$ cat src/rtl/core/api_pkg.sv
// alarm priority indication: shared types and constants
// no dependencies; used by the step engine, the top level and the checker
`timescale 1ns / 1ps

package api_pkg;

  // alarm levels
  localparam logic [1:0] LVL_NONE   = 2'd0;
  localparam logic [1:0] LVL_LOW    = 2'd1;
  localparam logic [1:0] LVL_MEDIUM = 2'd2;
  localparam logic [1:0] LVL_HIGH   = 2'd3;

  // buzzer commands beyond the plain levels
  localparam logic [2:0] BUZ_OFF     = 3'd0;
  localparam logic [2:0] BUZ_INHIBIT = 3'd4;

  localparam logic [1:0] LED_OFF = 2'd0;

  // boost timer codes
  localparam logic [16:0] TMR_EXPIRED = 17'h00000;
  localparam logic [16:0] TMR_STOPPED = 17'h10000;

  // register indexes on the configuration port
  localparam logic [1:0] REG_INHIBIT_PERIODS = 2'd0;
  localparam logic [1:0] REG_BOOST_PERIODS   = 2'd1;
  localparam logic [1:0] REG_USER_SOUND      = 2'd2;
  localparam logic [1:0] REG_MAX_SOUND       = 2'd3;

  typedef struct packed {
    logic [15:0] inhibit_periods;
    logic [15:0] boost_periods;
    logic [2:0]  user_sound_level;
    logic [2:0]  max_sound_level;
  } cfg_t;

  // input beat, last member in the lowest bits
  typedef struct packed {
    logic [4:0]  pad;
    logic        start_stop_busy;
    logic [3:0]  vent_mode;
    logic        display_dismissed;
    logic        uncancel_request;
    logic        turbine_overheat;
    logic        battery_end;
    logic        keyboard_fault;
    logic        cancel_request;
    logic [15:0] low_word;
    logic [47:0] medium_words;
    logic [47:0] high_words;
  } in_item_t;

  // result beat, last member in the lowest bits
  typedef struct packed {
    logic        buzzer_reinit;
    logic [2:0]  sound_level;
    logic        inhibit_event;
    logic        inhibited_display;
    logic [1:0]  led_cmd;
    logic [2:0]  buzzer_cmd;
    logic        new_high_alarm;
    logic        new_alarm;
    logic        any_alarm;
    logic [1:0]  prio_level;
  } res_t;

endpackage

$ cat src/rtl/core/alarm_priority_indication.sv
// alarm priority indication: top level with stream ports and register port
// depends on api_pkg and api_engine
`timescale 1ns / 1ps

// One input beat is one scheduling period of the alarm manager: the high,
// medium and low alarm words plus key and fault flags. For each beat the
// block gives exactly one result beat with the top alarm level, new-alarm
// flags, the held buzzer and LED commands, the inhibit indication and event,
// the selected sound level and a volume reload pulse. A beat is taken every
// clock cycle unless the result register is stalled with the input register
// full; each beat passes the input register and then the result register
// that sit around the combinational step logic. All timer state is
// counted in beats, not clocks.
// The four registers (inhibit periods, boost periods, user and max sound
// level) lie at byte addresses 0, 4, 8 and 12 and should only be written
// while no beat is in flight. There is no clearing pass after reset.

module alarm_priority_indication #(
  parameter int WORD_BITS = 16
) (
  input  logic         clk,
  input  logic         rst_n,
  // input stream
  input  logic         in_tvalid,
  output logic         in_tready,
  // high_words[47:0], medium_words[95:48], low_word[111:96],
  // cancel_request[112], keyboard_fault[113], battery_end[114],
  // turbine_overheat[115], uncancel_request[116], display_dismissed[117],
  // vent_mode[121:118], start_stop_busy[122], zero[127:123]
  input  logic [127:0] in_tdata,
  // result stream
  output logic         out_tvalid,
  input  logic         out_tready,
  // prio_level[1:0], any_alarm[2], new_alarm[3], new_high_alarm[4],
  // buzzer_cmd[7:5], led_cmd[9:8], inhibited_display[10], inhibit_event[11],
  // sound_level[14:12], buzzer_reinit[15]
  output logic [15:0]  out_tdata,
  // register port
  input  logic         cfg_psel,
  input  logic         cfg_penable,
  input  logic         cfg_pwrite,
  input  logic [3:0]   cfg_paddr,
  input  logic [31:0]  cfg_pwdata,
  output logic [31:0]  cfg_prdata,
  output logic         cfg_pready
);

  api_pkg::cfg_t     cfg_r;
  api_pkg::in_item_t s1_item_r;
  logic              s1_valid_r;
  api_pkg::res_t     res_nxt;
  api_pkg::res_t     out_res_r;
  logic              out_valid_r;

  logic       out_free;   // result register can load this cycle
  logic       step;       // beat in the input register moves to the result
  logic       cfg_wr;
  logic [1:0] cfg_idx;

  // register port: no wait states
  assign cfg_pready = 1'b1;
  assign cfg_wr     = cfg_psel && cfg_penable && cfg_pwrite && cfg_pready;
  assign cfg_idx    = cfg_paddr[3:2];

  always_ff @(posedge clk) begin
    if (!rst_n) begin
      cfg_r.inhibit_periods  <= 16'd60;
      cfg_r.boost_periods    <= 16'd60;
      cfg_r.user_sound_level <= 3'd3;
      cfg_r.max_sound_level  <= 3'd7;
    end else if (cfg_wr) begin
      unique case (cfg_idx)
        api_pkg::REG_INHIBIT_PERIODS: cfg_r.inhibit_periods  <= cfg_pwdata[15:0];
        api_pkg::REG_BOOST_PERIODS:   cfg_r.boost_periods    <= cfg_pwdata[15:0];
        api_pkg::REG_USER_SOUND:      cfg_r.user_sound_level <= cfg_pwdata[2:0];
        api_pkg::REG_MAX_SOUND:       cfg_r.max_sound_level  <= cfg_pwdata[2:0];
        default: begin
        end
      endcase
    end
  end

  always_comb begin
    unique case (cfg_idx)
      api_pkg::REG_INHIBIT_PERIODS: cfg_prdata = {16'd0, cfg_r.inhibit_periods};
      api_pkg::REG_BOOST_PERIODS:   cfg_prdata = {16'd0, cfg_r.boost_periods};
      api_pkg::REG_USER_SOUND:      cfg_prdata = {29'd0, cfg_r.user_sound_level};
      api_pkg::REG_MAX_SOUND:       cfg_prdata = {29'd0, cfg_r.max_sound_level};
      default:                      cfg_prdata = '0;
    endcase
  end

  // two-stage flow: input register, then result register
  assign out_free  = !out_valid_r || out_tready;
  assign step      = s1_valid_r && out_free;
  assign in_tready = !s1_valid_r || out_free;

  always_ff @(posedge clk) begin
    if (!rst_n) begin
      s1_valid_r  <= 1'b0;
      out_valid_r <= 1'b0;
    end else begin
      if (in_tready) s1_valid_r <= in_tvalid;
      if (out_free)  out_valid_r <= s1_valid_r;
    end
  end

  // payload registers, no reset needed
  always_ff @(posedge clk) begin
    if (in_tready && in_tvalid) s1_item_r <= api_pkg::in_item_t'(in_tdata);
    if (step) out_res_r <= res_nxt;
  end

  // period state advances once per beat that reaches the result register
  api_engine #(
    .WORD_BITS (WORD_BITS)
  ) u_engine (
    .clk     (clk),
    .rst_n   (rst_n),
    .step_en (step),
    .item    (s1_item_r),
    .cfg     (cfg_r),
    .res     (res_nxt)
  );

  assign out_tvalid = out_valid_r;
  assign out_tdata  = out_res_r;

endmodule

$ cat src/rtl/core/api_engine.sv
// alarm priority indication: per-period step logic and its state
// depends on api_pkg
`timescale 1ns / 1ps

module api_engine #(
  parameter int WORD_BITS = 16
) (
  input  logic              clk,
  input  logic              rst_n,
  input  logic              step_en,
  input  api_pkg::in_item_t item,
  input  api_pkg::cfg_t     cfg,
  output api_pkg::res_t     res
);

  localparam logic [47:0] THREE_MASK = (48'd1 << (3 * WORD_BITS)) - 48'd1;
  localparam logic [15:0] ONE_MASK   = (16'd1 << WORD_BITS) - 16'd1;

  typedef enum logic [1:0] {
    ST_NONE,
    ST_DETECTED,
    ST_INHIBITED
  } ind_state_t;

  logic [47:0] prev_high_r, prev_high_nxt;
  logic [47:0] prev_medium_r, prev_medium_nxt;
  logic [15:0] prev_low_r, prev_low_nxt;
  logic [1:0]  prev_level_r, prev_level_nxt;
  ind_state_t  state_r, state_nxt;
  logic        inhibited_r, inhibited_nxt;
  logic        boost_mutex_r, boost_mutex_nxt;
  logic        boost_active_r, boost_active_nxt;
  logic [16:0] boost_timer_r, boost_timer_nxt;
  logic [15:0] inhibit_timer_r, inhibit_timer_nxt;
  logic [3:0]  last_mode_r, last_mode_nxt;
  logic        mode_seen_r, mode_seen_nxt;
  logic [2:0]  buzzer_r, buzzer_nxt;
  logic [1:0]  led_r, led_nxt;

  logic [47:0] hi, me;
  logic [15:0] lo;
  logic [1:0]  level;
  logic        detected, new_hi, new_any, inhib, event_p, reinit;
  logic        mode_change, restore;
  logic [2:0]  sound_start;
  logic [16:0] bt_dec;
  logic [15:0] it_dec;
  logic [3:0]  mode_ref;

  always_comb begin
    hi = item.high_words & THREE_MASK;
    me = item.medium_words & THREE_MASK;
    lo = item.low_word & ONE_MASK;

    // timers count down before they are read
    bt_dec = ((boost_timer_r != api_pkg::TMR_EXPIRED) && (boost_timer_r != api_pkg::TMR_STOPPED))
           ? boost_timer_r - 17'd1 : boost_timer_r;
    it_dec = (inhibit_timer_r != 16'd0) ? inhibit_timer_r - 16'd1 : inhibit_timer_r;

    mode_ref    = mode_seen_r ? last_mode_r : item.vent_mode;
    mode_change = mode_ref != item.vent_mode;
    sound_start = boost_active_r ? cfg.max_sound_level : cfg.user_sound_level;

    boost_active_nxt = boost_active_r;
    boost_mutex_nxt  = boost_mutex_r;
    boost_timer_nxt  = bt_dec;
    inhibit_timer_nxt = it_dec;
    inhibited_nxt    = inhibited_r;
    buzzer_nxt       = buzzer_r;
    led_nxt          = led_r;
    state_nxt        = state_r;
    reinit           = 1'b0;
    inhib            = 1'b0;
    event_p          = 1'b0;

    // level, and volume restore once the high alarm is gone
    restore = (hi == '0) && (sound_start == cfg.max_sound_level)
              && (prev_level_r == api_pkg::LVL_HIGH);
    if (restore) begin
      boost_active_nxt = 1'b0;
      reinit = 1'b1;
    end
    if (hi != '0)      level = api_pkg::LVL_HIGH;
    else if (me != '0) level = api_pkg::LVL_MEDIUM;
    else if (lo != '0) level = api_pkg::LVL_LOW;
    else               level = api_pkg::LVL_NONE;
    detected = level != api_pkg::LVL_NONE;

    // rising bits against the previous period
    new_hi  = (hi & ~prev_high_r) != '0;
    new_any = new_hi || ((me & ~prev_medium_r) != '0) || ((lo & ~prev_low_r) != '0);
    if (new_any) inhibited_nxt = 1'b0;

    // cancel key
    if (item.cancel_request && !item.keyboard_fault) begin
      if (detected && !item.battery_end && !item.turbine_overheat) begin
        inhib = 1'b1;
        inhibited_nxt = 1'b1;
        event_p = 1'b1;
        boost_active_nxt = 1'b0;
      end
    end else if (!detected) begin
      inhibited_nxt = 1'b0;
    end

    // boost management
    if (new_hi && ((bt_dec == api_pkg::TMR_EXPIRED) || (bt_dec == api_pkg::TMR_STOPPED))) begin
      boost_timer_nxt = {1'b0, cfg.boost_periods};
      boost_mutex_nxt = 1'b0;
    end else if (((level != api_pkg::LVL_HIGH) && (prev_level_r == api_pkg::LVL_HIGH))
                 || mode_change) begin
      boost_timer_nxt  = api_pkg::TMR_STOPPED;
      boost_active_nxt = 1'b0;
      reinit = 1'b1;
    end else if ((bt_dec == api_pkg::TMR_EXPIRED) && (level == api_pkg::LVL_HIGH)
                 && !inhib && !boost_mutex_r) begin
      boost_active_nxt = 1'b1;
      buzzer_nxt = api_pkg::BUZ_OFF;
      reinit = 1'b1;
      boost_mutex_nxt = 1'b1;
    end

    // indication machine
    unique case (state_r)
      ST_NONE: begin
        if (detected) begin
          state_nxt = ST_DETECTED;
        end else begin
          buzzer_nxt = api_pkg::BUZ_OFF;
          led_nxt = api_pkg::LED_OFF;
        end
      end
      ST_DETECTED: begin
        buzzer_nxt = {1'b0, level};
        led_nxt = level;
        if (!detected) begin
          state_nxt = ST_NONE;
        end else if (inhib) begin
          state_nxt = ST_INHIBITED;
          inhibit_timer_nxt = cfg.inhibit_periods;
        end
      end
      ST_INHIBITED: begin
        buzzer_nxt = api_pkg::BUZ_INHIBIT;
        if (item.display_dismissed && !inhibited_r) begin
          if (!detected) led_nxt = api_pkg::LED_OFF;
        end else begin
          led_nxt = level;
        end
        if (!detected) begin
          state_nxt = ST_NONE;
        end else if (new_any || (it_dec == 16'd0) || item.uncancel_request) begin
          state_nxt = ST_DETECTED;
          inhibited_nxt = 1'b0;
          if (level == api_pkg::LVL_HIGH) begin
            boost_timer_nxt = {1'b0, cfg.boost_periods};
            boost_mutex_nxt = 1'b0;
          end
          reinit = 1'b1;
          boost_active_nxt = 1'b0;
        end
      end
      default: begin
      end
    endcase

    if (item.start_stop_busy) buzzer_nxt = api_pkg::BUZ_INHIBIT;

    prev_high_nxt   = hi;
    prev_medium_nxt = me;
    prev_low_nxt    = lo;
    prev_level_nxt  = level;
    last_mode_nxt   = item.vent_mode;
    mode_seen_nxt   = 1'b1;

    res.prio_level        = level;
    res.any_alarm         = detected;
    res.new_alarm         = new_any;
    res.new_high_alarm    = new_hi;
    res.buzzer_cmd        = buzzer_nxt;
    res.led_cmd           = led_nxt;
    res.inhibited_display = inhibited_nxt;
    res.inhibit_event     = event_p;
    res.sound_level       = boost_active_nxt ? cfg.max_sound_level : cfg.user_sound_level;
    res.buzzer_reinit     = reinit;
  end

  always_ff @(posedge clk) begin
    if (!rst_n) begin
      prev_high_r     <= '0;
      prev_medium_r   <= '0;
      prev_low_r      <= '0;
      prev_level_r    <= api_pkg::LVL_NONE;
      state_r         <= ST_NONE;
      inhibited_r     <= 1'b0;
      boost_mutex_r   <= 1'b0;
      boost_active_r  <= 1'b0;
      boost_timer_r   <= api_pkg::TMR_EXPIRED;
      inhibit_timer_r <= '0;
      last_mode_r     <= '0;
      mode_seen_r     <= 1'b0;
      buzzer_r        <= api_pkg::BUZ_OFF;
      led_r           <= api_pkg::LED_OFF;
    end else if (step_en) begin
      prev_high_r     <= prev_high_nxt;
      prev_medium_r   <= prev_medium_nxt;
      prev_low_r      <= prev_low_nxt;
      prev_level_r    <= prev_level_nxt;
      state_r         <= state_nxt;
      inhibited_r     <= inhibited_nxt;
      boost_mutex_r   <= boost_mutex_nxt;
      boost_active_r  <= boost_active_nxt;
      boost_timer_r   <= boost_timer_nxt;
      inhibit_timer_r <= inhibit_timer_nxt;
      last_mode_r     <= last_mode_nxt;
      mode_seen_r     <= mode_seen_nxt;
      buzzer_r        <= buzzer_nxt;
      led_r           <= led_nxt;
    end
  end

endmodule

$ cat config.mk
export PLATFORM = sky130hd
export DESIGN_NAME = alarm_priority_indication
export DESIGN_NICKNAME = d
export VERILOG_FILES = /design/src/rtl/core/api_pkg.sv /design/src/rtl/core/alarm_priority_indication.sv /design/src/rtl/core/api_engine.sv
export SDC_FILE = /design/constraint.sdc
export NUM_CORES = 1
export LEC_CHECK = 0
export BUFFER_PORTS_ARGS = -buffer_cell sky130_fd_sc_hd__buf_2
export CAP_MARGIN = 10
export CORE_MARGIN = 2
export CORE_UTILIZATION = 48
export DETAILED_ROUTE_END_ITERATION = 12
export PLACE_DENSITY = 0.7
export RECOVER_POWER = 25
export SLEW_MARGIN = 20
export SYNTH_ARGS = -nofsm -noshare
export SYNTH_HDL_FRONTEND = slang
export SYNTH_SLANG_ARGS = --single-unit
$ cat constraint.sdc
create_clock -name clk -period 12 [get_ports clk]
set_input_delay 2.4 -clock clk [delete_from_list [all_inputs] [get_ports clk]]
set_output_delay 2.4 -clock clk [all_outputs]
set_load 0.005 [all_outputs]
Yosys cells after proc, flatten, opt, wreduce, memory -nomap -nowiden
Cells that the tools add are included.

Add/sub/neg operators: 2. Eq/ne operators: 15. Mux-type cells: 65. Bitwise gates (word level): 6. Reduce and logical (&&, ||, !) cells: 52.

Operators with widths (number): $reduce_bool A48 Y1 (4); $pmux W32 S4 (1); $mux W17 (7); $and A48 B48 Y48 (2); $not A48 Y48 (2); $mux W16 (4); $logic_not A48 Y1 (1); $reduce_bool A16 Y1 (3); $mux W1 (33); $mux W3 (7); $mux W2 (9); $eq A17 B17 Y1 const B (1); $logic_not A17 Y1 (1); $ne A17 B17 Y1 const B (1); $reduce_bool A17 Y1 (1); $sub A17 B1 Y17 const B (1); $and A16 B16 Y16 (1); $logic_and A1 B1 Y1 (16); $logic_not A16 Y1 (1); $not A16 Y16 (1); $sub A16 B1 Y16 const B (1); $pmux W2 S3 (2); $eq A2 B2 Y1 const B (5); $pmux W3 S3 (1); 14 further kinds (34).

Register bits: 341. Input bits: 171. Output and inout port bits: 51. Word-level logic and storage cells: 181.

Longest topological paths before layout
Gate-level depths: netlist of the first run.

Word-level depth: 19. Mapped depth: 13. Mapped depth without buffers: 11.

By module
A second synthesis of the first run with hierarchy kept.

Cell total of the unflattened synthesis: 1434. Area, all modules: 15299.7 µm².

Modules (own cells, without submodules): api_engine (instances 1, cells each 1079, area each 8969.9 µm², sequential area each 3243.1 µm²); alarm_priority_indication (instances 1, cells each 355, area each 6329.8 µm², sequential area each 5124.9 µm²).

Worst setup path after synthesis of the first run
No wires, ideal clock.

Path kind: input-to-output. From: input port cfg_paddr[2]. To: output port cfg_prdata[10]. Arrival time: 3.568 ns. Data required time: 9.600 ns. Setup slack: 6.032 ns. Cell stages on the path: 4. Path buffers: 2. Cell sequence: buf_1 clkbuf_1 mux2i_1 nor2_1.

Longest elaborated chain between the ends: 2. Elaborated cells between the ends (all ways): 5. Those cells by class: 3 x eq/ne; 1 x mux; 1 x reduce/logical.

Ends and longest elaborated chain: start: declaration (RTL line alarm_priority_indication.sv:42) `input logic [3:0] cfg_paddr,`; $eq A2 B2 Y1 (tied with other cells) (RTL line alarm_priority_indication.sv:84) `unique case (cfg_idx)`; $pmux W32 S4 (*) (RTL line alarm_priority_indication.sv:84); end: declaration (RTL line alarm_priority_indication.sv:44) `output logic [31:0] cfg_prdata,`.

Mark *: on every way between the ends. The rest lies on a longest branch, timed or not. The select of a mux whose other input is x is not followed.

==> impl_metrics.toml, run 1 <==
[status]
status = "complete, but fails checks"
violations = "max-capacitance violations, max-slew violations"

[timing]
clock_skew_ns = 0.0171
finalCritPeriodShare_pct = 54.0
tightest_slew_ns = 2.80
final-setup-viol-count = 0
min_period_ns = 6.49
drv_slew = 75
max_slew_margin_pct = -87.6
rsz0062_at_grt = "false"
fin_hold_ws_ns = 0.453
hold_viol = 0
fmax_mhz = 154
setup_tns_ns = 0

[setup_path]
crit_chain = "buf_2 -> buf_4 -> clkinvlp_2 -> nor2_2 -> a221o_1"
cp-end-kind = "flip-flop"
slowest_stage = "clkinvlp_2"
critPathLaunchType = "primary input"
cp_max_fo = 74
cp.arrival_ns = 6.93
critPathRequiredTime_ns = 12.45
worst-setup-path-type = "in2reg"
slowest_delay_ns = 2.20

[yosys]
syn-instance-count = 1526
yosysTopAreaCell = "edfxtp_1"
synth-seq-area-share_pct = 56.4
synthFlopType = "dfxtp_1"
synth-async-reset-ratio_pct = 0
yosys_register_bits = 341
synth_area_leaders = "edfxtp_1, dfxtp_1, nand2_1"
syn_area_per_cell_sq_um = 9.54
synth_top_area_share_pct = 28.7
synth_area_sq_um = 14600
ys_types = 75
ys.warnings.count = 0
synth_edf_count = 139

[clock_tree]
cts_resized = 0
cts_setup_buffers = 0
holdBufCountCts = 0
cts-root-buf = "clkbuf_16"
numCtsBuffers = 36
clkLatencyLatePin_ns = 0.52
h-tree-depth = 2
cts.reportedPaths.clkPinSlew_ns = 0.06
cts_tree = "done"
cts_sinks = 341
cts_buffer_depth = 3

[layout]
fin_util_pct = 56.7
antenna_cells = 0
fillCellCount = 2625
final_common_cell = "nand2_1"
drive_gt1_share_pct = 15.6
final_cells = 2090
nets = 1851
syn2layout_area_growth_pct = 15.9
final_cell_mix = "nand2_1, dfxtp_1, a21oi_1"

[grt]
antenna_found_initial = 1
grt_util_all_layers_pct = 22.1
grt_overflow_total = 0
grt_max_degree = 93
first_global_vias = 10445
grt_pass1_wl_mm = 55.2

[die]
dieArea_sq_um = 31800
die_x_um = 178
ios = 222
die_y_um = 178
rows = 63
core_sq_um = 29800
start_util_pct = 48.9

[run]
drv_cap = 1

[routing]
first_pass_iters = 5
vias = 11481
viasPerCell = 5.49
detail_route.wl_per_cell_um = 16.9
drc = 0
drt_iter0_markers = 949
drt-total-wl_mm = 35.4
drtAntennaViolNets = 0

[pwr]
powerDensity_nw_per_um2 = 217
max-vdd-ir-drop_v = 0.000127
leakage_nw = 6.31

[placed_design]
gp_congestion = 0.868
hpwl_mm = 24.1
dp_cells = 2025
portBuffers = 181

[worst_hold_path]
holdCritPathClass = "reg2reg"
cell families after synthesis:
family                   after synthesis  synth area share (%)
multiplexers                          36                  2.83
adder cells (fa/ha/maj)                7                 0.601
AND/OR/NAND/NOR                      674                  22.1
other                                  2                0.0516
flip-flops                           341                  56.4
XOR/XNOR                              12                 0.722
buffers and inverters                145                  4.36
AO/OA/AOI/OAI                        309                  12.9
stage by stage:
stage / total power [mW] / instance area (sq um) / worst slack [ns]
3_5_place_dp: 2.50 / 15600 / 5.95
6_report: 3.66 / 16900 / 5.51
4_1_cts: 3.68 / 16900 / 5.95
5_1_grt: 3.89 / 16900 / 5.11
3_3_place_gp: 2.49 / 15600 / 5.96
2_1_floorplan: 2.27 / 14600 / 6.03
cell type report:
| class | instances | area [sq um] | share of cell area [%] |
|---|---|---|---|
| timing repair buffer | 190 | 953 | 5.65 |
| clock buffer | 38 | 940 | 5.56 |
| tap | 390 | 488 | 2.89 |
| multi-input combinational | 1055 | 5780 | 34.2 |
| sequential | 341 | 8220 | 48.7 |
| clock inverter | 27 | 319 | 1.89 |
| inverter | 49 | 188 | 1.11 |
path summary, 6_finish.rpt:
path	from	to	slack, ns	cells past startpoint
worst min-delay path	u_engine.prev_medium_r[19]	u_engine.prev_medium_r[19]	0.45	2
worst max register to register	s1_item_r[47]	u_engine.inhibit_timer_r[11]	7.38	11
worst min register to register	u_engine.prev_medium_r[19]	u_engine.prev_medium_r[19]	0.45	2
worst max-delay path	rst_n	u_engine.boost_timer_r[6]	5.51	5
synth_stat cells (3+ instances only):
| library cell | count |
|---|---|
| a211o_1 | 4 |
| nor3b_1 | 6 |
| xor2_1 | 4 |
| o31ai_1 | 3 |
| inv_1 | 48 |
| a31oi_1 | 8 |
| nand3b_1 | 3 |
| a21oi_1 | 185 |
| clkbuf_1 | 73 |
| and3_1 | 4 |
| nor3_1 | 23 |
| xnor2_1 | 8 |
| nor2b_1 | 95 |
| edfxtp_1 | 139 |
| mux2_4 | 3 |
| or4_1 | 5 |
| dfxtp_1 | 202 |
| ha_1 | 7 |
| buf_4 | 17 |
| a21boi_0 | 5 |
| a22o_1 | 4 |
| o22ai_1 | 6 |
| or3_1 | 4 |
| a211oi_1 | 6 |
| mux4_2 | 3 |
| and2_1 | 5 |
| nor4_1 | 38 |
| nor4b_1 | 3 |
| a221o_1 | 8 |
| nand4_1 | 20 |
| a21o_1 | 3 |
| nand2_1 | 346 |
| nand3_1 | 27 |
| o211ai_1 | 4 |
| a2111oi_0 | 28 |
| o21ai_0 | 26 |
| nand2b_1 | 3 |
| mux2i_1 | 30 |
| nor2_1 | 70 |
sequential cells by signal, indices dropped and copies added (netlist names), 2 cells and up:
signal	flops
u_engine.prev_high_r	48
u_engine.buzzer_r	3
cfg_r	38
u_engine.prev_level_r	2
u_engine.prev_low_r	16
u_engine.prev_medium_r	48
u_engine.boost_timer_r	17
s1_item_r	123
out_tdata	16
u_engine.last_mode_r	4
u_engine.inhibit_timer_r	16
u_engine.state_r	2
u_engine.led_r	2
per-layer routing:
metal	vias up	global-route usage [%]	share of wire [%]
met5	-	0	0.037
met4	2	8.81	3.6
met3	77	4.20	6.3
met2	379	34.2	46
met1	5388	30.5	44
li1	5635	-	-
where the power goes:
group / internal [mW] / switching, mW / leakage [nW]
Combinational: 0.449 / 0.634 / 2.71
Clock: 0.720 / 0.455 / 0.619
Sequential: 1.30 / 0.102 / 2.98
worst max-delay path, delay by kind of cell:
| kind | cells | cell delay (ns) |
|---|---|---|
| AO/OA/AOI/OAI | 1 | 0.28 |
| buffers and inverters | 3 | 2.64 |
| AND/OR/NAND/NOR | 1 | 1.59 |
(Power assumes the default switching activity.)
==> run 2, diff against run 1 <==
- clock period: 12 -> 6.8 ns (I/O delays scaled with it)
==> run 2 against run 1 <==
Compared with the run above: the flow still finishes with violations (max-capacitance violations, max-slew violations); routed wire length grew 0.86%; register-to-register slack worse by 5.0 ns; setup slack got worse by 3.7 ns; design area grew 0.14%; total power increased by 77%; global-route usage grew 0.21 points; count of clock-buffer cells in the layout up 9; cell count grew 0.19%; clock skew down 0.0022 ns; utilization grew 0.080 points; largest cell class unchanged; largest power group unchanged.
==> impl_metrics.toml, run 2 (same netlist as run 1, synthesis figures left out) <==
[grt]
grt_util_all_layers_pct = 22.3
grt_pass1_wl_mm = 55.6
grt_max_degree = 91
first_global_vias = 10425
antenna_found_initial = 1
grt_overflow_total = 0

[timing]
min_period_ns = 4.97
tightest_slew_ns = 3.38
final-setup-viol-count = 0
fin_hold_ws_ns = 0.454
clock_skew_ns = 0.0149
finalCritPeriodShare_pct = 73.1
setup_tns_ns = 0
drv_slew = 53
rsz0062_at_grt = "false"
max_slew_margin_pct = -125
hold_viol = 0
fmax_mhz = 201

[clock_tree]
h-tree-depth = 2
clkLatencyLatePin_ns = 0.53
cts_buffer_depth = 3
cts_sinks = 341
cts_setup_buffers = 0
cts_resized = 0
cts-root-buf = "clkbuf_16"
cts.reportedPaths.clkPinSlew_ns = 0.06
numCtsBuffers = 38
holdBufCountCts = 0
cts_tree = "done"

[placed_design]
gp_congestion = 0.866
hpwl_mm = 24.2
portBuffers = 181
dp_cells = 2024

[routing]
vias = 11508
drc = 0
drtAntennaViolNets = 0
first_pass_iters = 6
drt-total-wl_mm = 35.7
drt_iter0_markers = 1067
viasPerCell = 5.50
detail_route.wl_per_cell_um = 17.0

[die]
rows = 63
core_sq_um = 29800
die_x_um = 178
ios = 222
start_util_pct = 48.9
die_y_um = 178
dieArea_sq_um = 31800

[pwr]
p_int_mw = 4.33
switchingPower_mw = 2.14
max-vdd-ir-drop_v = 0.000235
combPwrFrac_pct = 29.6
powerDensity_nw_per_um2 = 383
p_seq_share_pct = 38.4
leakage_nw = 6.31
pwr-share-clk_pct = 32.1
swShare_pct = 33.0

[setup_path]
reg2regPathDepth = 4
cp-end-kind = "flip-flop"
critPathRequiredTime_ns = 6.95
cp_max_fo = 72
worst-setup-path-type = "in2reg"
crit_cells = 5
critPathBufInv = 2
slowest_stage = "and2_0"
slowest_delay_ns = 2.42
cp.arrival_ns = 5.12
crit_family = "simple AND/OR/NAND/NOR gates"
crit_chain = "buf_2 -> nor2b_1 -> nand2_1 -> and2_0 -> buf_4"
critPathLaunchType = "primary input"

[worst_hold_path]
holdCritPathClass = "reg2reg"
min_path_cells = 2

[layout]
drive_gt1_share_pct = 16.0
fillCellCount = 2652
multi_input_area_sq_um = 5780
regMostFlops = "s1_item_r"
syn2layout_area_growth_pct = 16.1
final_common_cell = "nand2_1"
nets = 1852
ff_latch_area_sq_um = 8220
final_cell_mix = "nand2_1, dfxtp_1, a21oi_1"
final_cells = 2094
largest_reg_flops = 123
reg.largest.list = "s1_item_r x123, u_engine.prev_high_r x48, u_engine.prev_medium_r x48"

[run]
drv_cap = 1

[status]
status = "complete, but fails checks"
violations = "max-capacitance violations, max-slew violations"
run 2: cell type report:
| cell class | instances | area share, % |
|---|---|---|
| sequential | 341 | 48.6 |
| multi-input combinational | 1055 | 34.2 |
| clock buffer | 47 | 6.07 |
| timing repair buffer | 189 | 5.65 |
| tap | 390 | 2.89 |
| clock inverter | 22 | 1.49 |
| inverter | 49 | 1.12 |
| antenna | 1 | 0.0148 |
run 2: worst register-to-register path, stage by stage, from the launching register on:
cell,delay (ns)
dfxtp_1,0.30
nor2b_1,0.15
nand2_1,0.08
and2_0,2.42
buf_4,1.09
run 2: power by group through the flow:
stage	Clock, mW	Combinational [mW]	Sequential [mW]
finish	2.07	1.92	2.48
CTS	2.12	1.90	2.47
detailed placement	0	1.90	2.52
floorplan	0	1.56	2.44
global route	2.21	2.16	2.50
global placement	0	1.88	2.51
run 2: path summary, 6_finish.rpt:
kind                       startpoint                       end  slack, ns
max reg2reg                out_tvalid             s1_item_r[26]       2.35
min reg2reg  u_engine.prev_high_r[16]  u_engine.prev_high_r[16]       0.45
max                        out_tready             s1_item_r[26]       1.83
min          u_engine.prev_high_r[16]  u_engine.prev_high_r[16]       0.45
run 2: metal layers:
| layer | vias up | GRT usage, % | routed length [um] | part of all wire [%] |
|---|---|---|---|---|
| li1 | 5643 | - | - | - |
| met1 | 5435 | 31.1 | 16100 | 45 |
| met2 | 367 | 36.0 | 16700 | 47 |
| met3 | 63 | 3.15 | 2030 | 5.7 |
| met4 | 0 | 6.71 | 916 | 2.6 |
| met5 | - | 0 | 0 | 0 |
run 2: per-stage QoR:
| step | worst slack, ns | total power, mW | instance area [sq um] | utilization (%) |
|---|---|---|---|---|
| after detailed placement | 2.49 | 4.41 | 15600 | 52.5 |
| after global routing | 1.37 | 6.87 | 16900 | 56.7 |
| after CTS | 2.47 | 6.49 | 16900 | 56.8 |
| final | 1.83 | 6.47 | 16900 | 56.8 |
| after floorplan | 1.96 | 4.00 | 14600 | - |
| after global placement | 2.42 | 4.39 | 15600 | 52.5 |
